===== src/hw/rtl/lfsc_pkg.sv =====
// Types, codes and widths of the line-follow search controller.
// Used by every RTL file and the checker; depends on nothing.
`default_nettype none

package lfsc_pkg;

	localparam int TIMER_BITS = 16;
	localparam int WIN_BITS   = 16;
	localparam int CMP_BITS   = (TIMER_BITS > WIN_BITS) ? TIMER_BITS : WIN_BITS;

	typedef logic [TIMER_BITS-1:0] timer_t;
	typedef logic [WIN_BITS-1:0]   window_t;
	typedef logic [CMP_BITS-1:0]   cmp_t;
	typedef logic [2:0]            color_t;
	typedef logic [1:0]            drive_t;
	typedef logic [6:0]            speed_t;
	typedef logic [3:0]            laps_t;

	localparam timer_t TMAX = '1;
	localparam laps_t  LAPS_MAX = '1;

	typedef enum logic [2:0] {
		MODE_CAPTURE = 3'd0,
		MODE_FOLLOW  = 3'd1,
		MODE_CORRECT = 3'd2,
		MODE_SEARCH  = 3'd3,
		MODE_DONE    = 3'd4
	} mode_t;

	localparam drive_t DRIVE_STOP  = 2'd0;
	localparam drive_t DRIVE_FWD   = 2'd1;
	localparam drive_t DRIVE_LEFT  = 2'd2;
	localparam drive_t DRIVE_RIGHT = 2'd3;

	// Register indexes on the configuration port (byte address = 4 * index)
	localparam logic [2:0] REG_FOLLOW_SPEED  = 3'd0;
	localparam logic [2:0] REG_TRIM_SPEED    = 3'd1;
	localparam logic [2:0] REG_SWEEP_SPEED   = 3'd2;
	localparam logic [2:0] REG_CORRECT_WIN   = 3'd3;
	localparam logic [2:0] REG_SEARCH_WIN    = 3'd4;
	localparam logic [2:0] REG_RECENT_WIN    = 3'd5;
	localparam logic [2:0] REG_LAP_MIN       = 3'd6;
	localparam logic [2:0] REG_LAP_TARGET    = 3'd7;

	typedef struct packed {
		speed_t  follow_speed;
		speed_t  trim_speed;
		speed_t  sweep_speed;
		window_t correct_window;
		window_t search_window;
		window_t recent_window;
		window_t lap_min_samples;
		laps_t   lap_target;
	} cfg_t;

	typedef struct packed {
		logic   finished;
		laps_t  laps_done;
		speed_t speed;
		drive_t drive;
	} res_t;

	function automatic timer_t inc_sat(input timer_t t);
		return (t == TMAX) ? TMAX : timer_t'(t + timer_t'(1));
	endfunction

	function automatic drive_t side_cmd(input logic right);
		return right ? DRIVE_RIGHT : DRIVE_LEFT;
	endfunction

endpackage

`default_nettype wire


===== src/hw/rtl/line_follow_search_controller_unit.sv =====
// Top level of the line-follow search controller: stream ports, input and
// result registers, configuration port. Depends on lfsc_pkg, lfsc_regs, lfsc_core.
//
//   channel      | direction | handshake            | payload
//   -------------+-----------+----------------------+-------------------------------
//   s_axis       | in        | tvalid / tready      | tdata[2:0] color
//   m_axis       | out       | tvalid / tready      | tdata drive, speed, laps, finished
//   apb config   | in        | psel/penable/pready  | paddr[4:2] register, pwdata
//
// Each colour item passes an input register (_s1), one step of the state
// update, and a result register (_s2), one item per cycle sustained while
// m_axis does not stall. The controller state advances only when the item in the
// input register moves into the result register, so a stall on m_axis holds
// both stages and drops s_axis_tready once both are full. Reset clears the
// valid bits, the controller state and the registers to their defaults.
`default_nettype none

module line_follow_search_controller_unit (
	input  wire         clk,
	input  wire         arst_n,
	// slave stream: colour samples
	input  wire         s_axis_tvalid,
	output logic        s_axis_tready,
	input  wire  [7:0]  s_axis_tdata,  // [2:0] color, [7:3] zero
	// master stream: motor commands
	output logic        m_axis_tvalid,
	input  wire         m_axis_tready,
	output logic [15:0] m_axis_tdata,  // [1:0] drive, [8:2] speed, [12:9] laps_done,
	                                   // [13] finished, [15:14] zero
	// configuration port
	input  wire         psel,
	input  wire         penable,
	input  wire         pwrite,
	input  wire  [4:0]  paddr,
	input  wire  [31:0] pwdata,
	output logic [31:0] prdata,
	output logic        pready
);

	lfsc_pkg::cfg_t   cfg;
	lfsc_pkg::res_t   res;

	logic             valid_s1;
	lfsc_pkg::color_t color_s1;
	logic             valid_s2;
	lfsc_pkg::res_t   res_s2;
	logic             adv_s2;   // result register can take a new item
	logic             step;     // item in the input register is processed now

	assign pready = 1'b1;

	lfsc_regs u_regs (
		.clk     (clk),
		.arst_n  (arst_n),
		.psel    (psel),
		.penable (penable),
		.pwrite  (pwrite),
		.paddr   (paddr),
		.pwdata  (pwdata),
		.prdata  (prdata),
		.cfg     (cfg)
	);

	// Result register frees when empty or when its item is taken
	assign adv_s2        = !valid_s2 || m_axis_tready;
	assign step          = valid_s1 && adv_s2;
	// Input register frees when empty or when it hands its item on
	assign s_axis_tready = !valid_s1 || adv_s2;

	lfsc_core u_core (
		.clk    (clk),
		.arst_n (arst_n),
		.step   (step),
		.color  (color_s1),
		.cfg    (cfg),
		.res    (res)
	);

	// Input register: hold the sample until the update consumes it
	always_ff @(posedge clk or negedge arst_n) begin
		if (!arst_n) begin
			valid_s1 <= 1'b0;
		end else if (s_axis_tready) begin
			valid_s1 <= s_axis_tvalid;
		end
	end

	always_ff @(posedge clk) begin
		if (s_axis_tready && s_axis_tvalid) begin
			color_s1 <= s_axis_tdata[2:0];
		end
	end

	// Result register: load the updated command, hold it while stalled
	always_ff @(posedge clk or negedge arst_n) begin
		if (!arst_n) begin
			valid_s2 <= 1'b0;
		end else if (adv_s2) begin
			valid_s2 <= valid_s1;
		end
	end

	always_ff @(posedge clk) begin
		if (step) begin
			res_s2 <= res;
		end
	end

	assign m_axis_tvalid = valid_s2;
	assign m_axis_tdata  = {2'b00, res_s2.finished, res_s2.laps_done,
		res_s2.speed, res_s2.drive};

endmodule

`default_nettype wire


===== src/hw/rtl/lfsc_regs.sv =====
// Configuration register file of the line-follow controller, APB-style port.
// Depends on lfsc_pkg.
`default_nettype none

module lfsc_regs (
	input  wire                 clk,
	input  wire                 arst_n,
	input  wire                 psel,
	input  wire                 penable,
	input  wire                 pwrite,
	input  wire  [4:0]          paddr,
	input  wire  [31:0]         pwdata,
	output logic [31:0]         prdata,
	output lfsc_pkg::cfg_t      cfg
);

	logic       wr_en;
	logic [2:0] idx;

	assign wr_en = psel && penable && pwrite;
	assign idx   = paddr[4:2];

	always_ff @(posedge clk or negedge arst_n) begin
		if (!arst_n) begin
			cfg.follow_speed    <= 7'd70;
			cfg.trim_speed      <= 7'd60;
			cfg.sweep_speed     <= 7'd70;
			cfg.correct_window  <= 16'd15;
			cfg.search_window   <= 16'd20;
			cfg.recent_window   <= 16'd10;
			cfg.lap_min_samples <= 16'd1000;
			cfg.lap_target      <= 4'd2;
		end else if (wr_en) begin
			case (idx)
				lfsc_pkg::REG_FOLLOW_SPEED:  cfg.follow_speed    <= pwdata[6:0];
				lfsc_pkg::REG_TRIM_SPEED:    cfg.trim_speed      <= pwdata[6:0];
				lfsc_pkg::REG_SWEEP_SPEED:   cfg.sweep_speed     <= pwdata[6:0];
				lfsc_pkg::REG_CORRECT_WIN:   cfg.correct_window  <= pwdata[15:0];
				lfsc_pkg::REG_SEARCH_WIN:    cfg.search_window   <= pwdata[15:0];
				lfsc_pkg::REG_RECENT_WIN:    cfg.recent_window   <= pwdata[15:0];
				lfsc_pkg::REG_LAP_MIN:       cfg.lap_min_samples <= pwdata[15:0];
				lfsc_pkg::REG_LAP_TARGET:    cfg.lap_target      <= pwdata[3:0];
				default: ;
			endcase
		end
	end

	always_comb begin
		prdata = '0;
		case (idx)
			lfsc_pkg::REG_FOLLOW_SPEED:  prdata = 32'(cfg.follow_speed);
			lfsc_pkg::REG_TRIM_SPEED:    prdata = 32'(cfg.trim_speed);
			lfsc_pkg::REG_SWEEP_SPEED:   prdata = 32'(cfg.sweep_speed);
			lfsc_pkg::REG_CORRECT_WIN:   prdata = 32'(cfg.correct_window);
			lfsc_pkg::REG_SEARCH_WIN:    prdata = 32'(cfg.search_window);
			lfsc_pkg::REG_RECENT_WIN:    prdata = 32'(cfg.recent_window);
			lfsc_pkg::REG_LAP_MIN:       prdata = 32'(cfg.lap_min_samples);
			lfsc_pkg::REG_LAP_TARGET:    prdata = 32'(cfg.lap_target);
			default:                     prdata = '0;
		endcase
	end

endmodule

`default_nettype wire


===== src/hw/rtl/lfsc_core.sv =====
// Controller state and its one-sample update: mode, colours, timers, lap count.
// Depends on lfsc_pkg; the result shown is the state after the update.
`default_nettype none

module lfsc_core (
	input  wire                  clk,
	input  wire                  arst_n,
	input  wire                  step,
	input  wire  [2:0]           color,
	input  lfsc_pkg::cfg_t       cfg,
	output lfsc_pkg::res_t       res
);

	lfsc_pkg::mode_t  mode_q, mode_d;
	lfsc_pkg::color_t bg_q, bg_d, start_q, start_d;
	logic             start_seen_q, start_seen_d;
	logic             right_q, right_d;
	lfsc_pkg::timer_t turn_q, turn_d, found_q, found_d, lap_q, lap_d;
	lfsc_pkg::laps_t  count_q, count_d;
	lfsc_pkg::drive_t drive_q, drive_d;
	lfsc_pkg::speed_t speed_q, speed_d;

	logic             on_line;
	logic             lap_hit;
	lfsc_pkg::timer_t found_inc, lap_inc, turn_inc, lap_eff;
	lfsc_pkg::color_t start_eff;

	assign on_line   = (color != bg_q);
	assign found_inc = lfsc_pkg::inc_sat(found_q);
	assign lap_inc   = start_seen_q ? lfsc_pkg::inc_sat(lap_q) : lap_q;
	assign turn_inc  = lfsc_pkg::inc_sat(turn_q);
	// A sample that first marks the start colour sees a cleared lap timer
	assign lap_eff   = start_seen_q ? lap_inc : '0;
	assign start_eff = start_seen_q ? start_q : color;
	assign lap_hit   = (color == start_eff) &&
		(lfsc_pkg::cmp_t'(lap_eff) >= lfsc_pkg::cmp_t'(cfg.lap_min_samples));

	always_comb begin
		mode_d       = mode_q;
		bg_d         = bg_q;
		start_d      = start_q;
		start_seen_d = start_seen_q;
		right_d      = right_q;
		turn_d       = turn_q;
		found_d      = found_q;
		lap_d        = lap_q;
		count_d      = count_q;
		drive_d      = drive_q;
		speed_d      = speed_q;
		case (mode_q)
			lfsc_pkg::MODE_CAPTURE: begin
				bg_d   = color;
				mode_d = lfsc_pkg::MODE_FOLLOW;
			end
			lfsc_pkg::MODE_FOLLOW: begin
				found_d = found_inc;
				lap_d   = lap_inc;
				if (on_line) begin
					start_seen_d = 1'b1;
					start_d      = start_eff;
					lap_d        = lap_eff;
					if (lap_hit) begin
						lap_d = '0;
						if (count_q != lfsc_pkg::LAPS_MAX)
							count_d = count_q + 4'd1;
					end
					if (count_d == cfg.lap_target) begin
						drive_d = lfsc_pkg::DRIVE_STOP;
						mode_d  = lfsc_pkg::MODE_DONE;
					end else begin
						drive_d = lfsc_pkg::DRIVE_FWD;
						speed_d = cfg.follow_speed;
					end
				end else begin
					if (lfsc_pkg::cmp_t'(found_inc) < lfsc_pkg::cmp_t'(cfg.recent_window))
						right_d = !right_q;
					drive_d = lfsc_pkg::side_cmd(right_d);
					speed_d = cfg.trim_speed;
					turn_d  = '0;
					mode_d  = lfsc_pkg::MODE_CORRECT;
				end
			end
			lfsc_pkg::MODE_CORRECT, lfsc_pkg::MODE_SEARCH: begin
				found_d = found_inc;
				lap_d   = lap_inc;
				if (on_line) begin
					drive_d = lfsc_pkg::DRIVE_STOP;
					found_d = '0;
					mode_d  = lfsc_pkg::MODE_FOLLOW;
				end else begin
					turn_d = turn_inc;
					if (mode_q == lfsc_pkg::MODE_CORRECT) begin
						if (lfsc_pkg::cmp_t'(turn_inc) >=
								lfsc_pkg::cmp_t'(cfg.correct_window)) begin
							right_d = !right_q;
							drive_d = lfsc_pkg::side_cmd(!right_q);
							speed_d = cfg.sweep_speed;
							turn_d  = '0;
							mode_d  = lfsc_pkg::MODE_SEARCH;
						end
					end else if (lfsc_pkg::cmp_t'(turn_inc) >=
							lfsc_pkg::cmp_t'(cfg.search_window)) begin
						mode_d = lfsc_pkg::MODE_FOLLOW;
					end
				end
			end
			default: ;
		endcase
	end

	always_ff @(posedge clk or negedge arst_n) begin
		if (!arst_n) begin
			mode_q       <= lfsc_pkg::MODE_CAPTURE;
			bg_q         <= '0;
			start_q      <= '0;
			start_seen_q <= 1'b0;
			right_q      <= 1'b0;
			turn_q       <= '0;
			found_q      <= lfsc_pkg::TMAX;
			lap_q        <= '0;
			count_q      <= '0;
			drive_q      <= lfsc_pkg::DRIVE_STOP;
			speed_q      <= '0;
		end else if (step) begin
			mode_q       <= mode_d;
			bg_q         <= bg_d;
			start_q      <= start_d;
			start_seen_q <= start_seen_d;
			right_q      <= right_d;
			turn_q       <= turn_d;
			found_q      <= found_d;
			lap_q        <= lap_d;
			count_q      <= count_d;
			drive_q      <= drive_d;
			speed_q      <= speed_d;
		end
	end

	assign res.drive     = drive_d;
	assign res.speed     = speed_d;
	assign res.laps_done = count_d;
	assign res.finished  = (mode_d == lfsc_pkg::MODE_DONE);

endmodule

`default_nettype wire


===== config.mk =====
export PLATFORM = sky130hd
export DESIGN_NAME = line_follow_search_controller_unit
export DESIGN_NICKNAME = d
export VERILOG_FILES = /design/src/hw/rtl/lfsc_pkg.sv /design/src/hw/rtl/line_follow_search_controller_unit.sv /design/src/hw/rtl/lfsc_regs.sv /design/src/hw/rtl/lfsc_core.sv
export SDC_FILE = /design/constraint.sdc
export NUM_CORES = 1
export LEC_CHECK = 0
export CAP_MARGIN = 5
export CORE_MARGIN = 2
export CORE_UTILIZATION = 59
export CTS_CLUSTER_SIZE = 30
export DETAILED_ROUTE_END_ITERATION = 6
export DONT_BUFFER_PORTS = 1
export PLACE_DENSITY = 0.8
export SLEW_MARGIN = 20
export SYNTH_ARGS = -nofsm -noshare
export SYNTH_HDL_FRONTEND = slang
export SYNTH_SLANG_ARGS = --single-unit

===== constraint.sdc =====
create_clock -name clk -period 4.5 [get_ports clk]
set_input_delay 0.45 -clock clk [delete_from_list [all_inputs] [get_ports clk]]
set_output_delay 0.45 -clock clk [all_outputs]
set_load 0.02 [all_outputs]

==> summary.txt <==
Status -> finished, final reports clean
CTS Buf Count -> 17
Post-route antenna net violation count -> 0
Critical Path End Type -> flip-flop
Pwr Density -> 454 mW/mm²
Critical path launch point type -> flip-flop
Synth top area cells -> dfrtp_1 (27%), dfstp_2 (9.6%), ha_1 (7.4%), nand2_1 (6.2%), o21ai_0 (5.3%)
Core area -> 0.0187 mm²
Distinct cells, synth -> 73
CP cell instances -> ha_1, and3_1, nand3_1, nor3_1, nand2b_1, nand2_1, ha_1, a21oi_1, o21ai_0, a221oi_1, o211ai_1, or3b_2, nand3_1, a211o_1
Hold slack -> 0.0189 ns
Global Route Usage Sum -> 0.294
Fmax -> 0.232 GHz
Die W -> 142 µm
Gp weighted congestion -> 0.904
Inst Count DP -> 1427
WL final -> 29000 µm
Fillers -> 1456
Top-area cell type share of the netlist area -> 0.271
Port-buffer cells -> 0
Clock latency on the worst-skew pair -> 0.44 ns
Gr ovfl total -> 0
Area Growth Syn to Fin -> 8.10%
Fin crit period -> 4.31 ns
Largest area contributor in the netlist -> dfrtp_1
DIE AREA -> 0.0202 mm²
Largest net degree at the start of global routing -> 164
Row count -> 50
Worst VDD drop -> 0.000293 V
Slew Limit Headroom -> 0.293
Final Hold Fails -> 0
Worst slew pin tran -> 1.05 ns
Tcrit/Tclk final -> 0.958
CTS tree -> yes
Iteration-0 DRC Markers -> 870
Share of layout cells above drive strength 1 -> 0.136
Chip height -> 142 µm
Fin nets -> 1335
First-pass GRT wire length -> 46400 µm
H-tree lvl count -> 4
Post-placement cell area -> 0.0114 mm²
Max Cap Violations -> 0
Worst Hold Class -> in -> async
Non-Filler Instances -> 1463
Reg2Reg Depth -> 14
Leakage Power -> 5.51 nW
Critical path peak fanout -> 13
Crit path DAT -> 4.60 ns
Mapped Area -> 0.0113 mm²
Vias in the first global route -> 9140
Vias -> 9225
# diodes -> 0
Pwr Total -> 0.00553 W
Syn avg cell area -> 9.15 µm²
Primary FF master, synth -> dfrtp_1
Number of synthesis warnings -> 0
Clock buffer depth -> 2
Setup Skew -> 0.0128 ns
Drt wl/cell -> 19.8 µm
DR pass1 iterations -> 7
Worst-path clk slew -> 0.07 ns
Number of synthesized flops with an enable pin -> 17
Slowest-stage cell, CP -> dfstp_2
Vias per inst -> 6.31
Initial antenna violation count -> 0
# IOs -> 103
Slew Viols, Final -> 0
CTS Sinks -> 180
Synthesized instance count -> 1232
Fin area -> 0.0122 mm²
Post-synth ARST share -> 0.906
Worst path max stage delay -> 0.58 ns
Initial core utilization -> 0.602
Post-DP HPWL -> 20300 µm
Worst Path Required -> 4.79 ns
# setup viols final -> 0
Setup tns final -> 0 ns
Clock root buffer -> clkbuf_16
Synthesized flop and latch total -> 180
Path type of the worst setup path -> reg -> reg
Sequential element share of the synthesized area -> 0.412
DRC errors left -> 0
per-layer routing:
layer	vias up	routed length, µm	GRT usage
met3	88	2220	0.0683
li1	4310	-	-
met2	359	13200	0.460
met5	-	0	0
met4	0	1060	0.131
met1	4468	12600	0.393
timing repair:
action                     in CTS  in global routing
resized for setup               0                  9
hold endpoints to repair      163                  0
setup buffers                   0                  3
setup endpoints to repair       0                 19
hold buffers                    1                  0
power by group:
| group | internal, W | switching [W] |
|---|---|---|
| combinational | 0.000593 | 0.000956 |
| clock | 0.000963 | 0.000673 |
| sequential | 0.00203 | 0.000316 |
sequential cells by signal (all words and copies together), names as in the netlist:
| name | count |
|---|---|
| u_core.right_q | 1 |
| u_core.lap_q | 16 |
| color_s1 | 3 |
| u_core.start_seen_q | 1 |
| u_core.start_q | 3 |
| u_core.drive_q | 2 |
| u_core.turn_q | 16 |
| valid_s1 | 1 |
| m_axis_tvalid | 1 |
| u_core.count_q | 4 |
| u_core.bg_q | 3 |
| u_core.found_q | 16 |
| m_axis_tdata | 14 |
| u_core.speed_q | 7 |
| u_core.mode_q | 3 |
| u_regs.cfg | 89 |
synth_stat cells, types with 12 or more instances:
cell type	instances
a21oi_1	57
nand2b_1	18
nor2b_1	12
nor2_1	61
nand4_1	16
edfxtp_1	17
nand3_1	37
a22o_1	49
nand2_1	187
o21ai_0	120
xor2_1	20
a221o_1	14
xnor2_1	23
dfrtp_1	122
mux2i_1	29
dfstp_2	41
clkbuf_1	47
buf_4	19
inv_1	80
mux2_2	42
ha_1	67
nor3_1	14
cell usage in the layout, fill, tap and decap left out, types with 4 or more instances in the layout:
cell type and n:
nand2_1 187, dfrtp_1 121, o21ai_0 120, inv_1 80
ha_1 67, nor2_1 57, a21oi_1 57, a22o_1 49
mux2_2 42, dfstp_2 41, nand3_1 37, mux2i_1 28
xnor2_1 23, buf_4 21, xor2_1 20, conb_1 19
clkbuf_16 19, nand2b_1 18, edfxtp_1 17, nand4_1 16
a221o_1 14, nor3_1 13, nor2b_1 12, o211ai_1 11
and3_1 9, nor4_1 8, and2_1 7, a21o_1 7
and4_1 6, a31oi_1 6, o31ai_1 6, or3_1 4
o22ai_1 4
worst max-delay path: cells and delay by family (launching register included):
kind	cells	cell delay, ns
adder cells (fa/ha/maj)	2	0.46
AND/OR/NAND/NOR	7	2.07
flip-flops	1	0.58
AO/OA/AOI/OAI	5	1.05
cell families (layout without fill, tap and decap cells):
| kind of cell | count (synthesis) | in the layout | share of synthesized area |
|---|---|---|---|
| flops | 180 | 180 | 0.412 |
| xor+xnor | 43 | 43 | 0.0334 |
| simple gates | 393 | 393 | 0.162 |
| compound gates | 318 | 318 | 0.187 |
| fa+ha+maj | 67 | 67 | 0.0744 |
| buf+inv | 156 | 136 | 0.0589 |
| mux | 73 | 73 | 0.0717 |
| other cells | 2 | 19 | 0.000667 |
through the flow:
stage	util	setup slack, ns
finish	0.651	0.188
global route	0.651	-0.0524
CTS	0.647	0.126
detailed placement	0.611	0.145
global placement	0.611	0.252
floorplan	-	0.272
final cells by class:
cell class              instances  area, µm²  share of cell area
well taps                     234        293              0.0240
repair buffers                 23        205              0.0168
flip-flops and latches        180       4640               0.381
inverters                      81        304              0.0250
clock inverters                12        159              0.0130
multi-input cells             913       6090               0.500
clock buffers                  20        489              0.0402
path summary, 6_finish.rpt:
check	startpoint	to	slack, ns
worst max-delay path	u_core.found_q[0]$_DFFE_PN1P_	m_axis_tdata[0]$_DFFE_PP_	0.19
min in group clk	s_axis_tdata[1]	color_s1[1]$_DFFE_PP_	0.10
max in group asynchronous	arst_n	u_core.turn_q[15]$_DFFE_PN0P_	3.84
worst min register to register	u_core.drive_q[1]$_DFFE_PN0P_	u_core.drive_q[1]$_DFFE_PN0P_	0.52
worst max register to register	u_core.found_q[0]$_DFFE_PN1P_	m_axis_tdata[0]$_DFFE_PP_	0.19
worst min-delay path	arst_n	u_core.speed_q[2]$_DFFE_PN0P_	0.02
No activity file was read; power rests on OpenSTA's default activity.
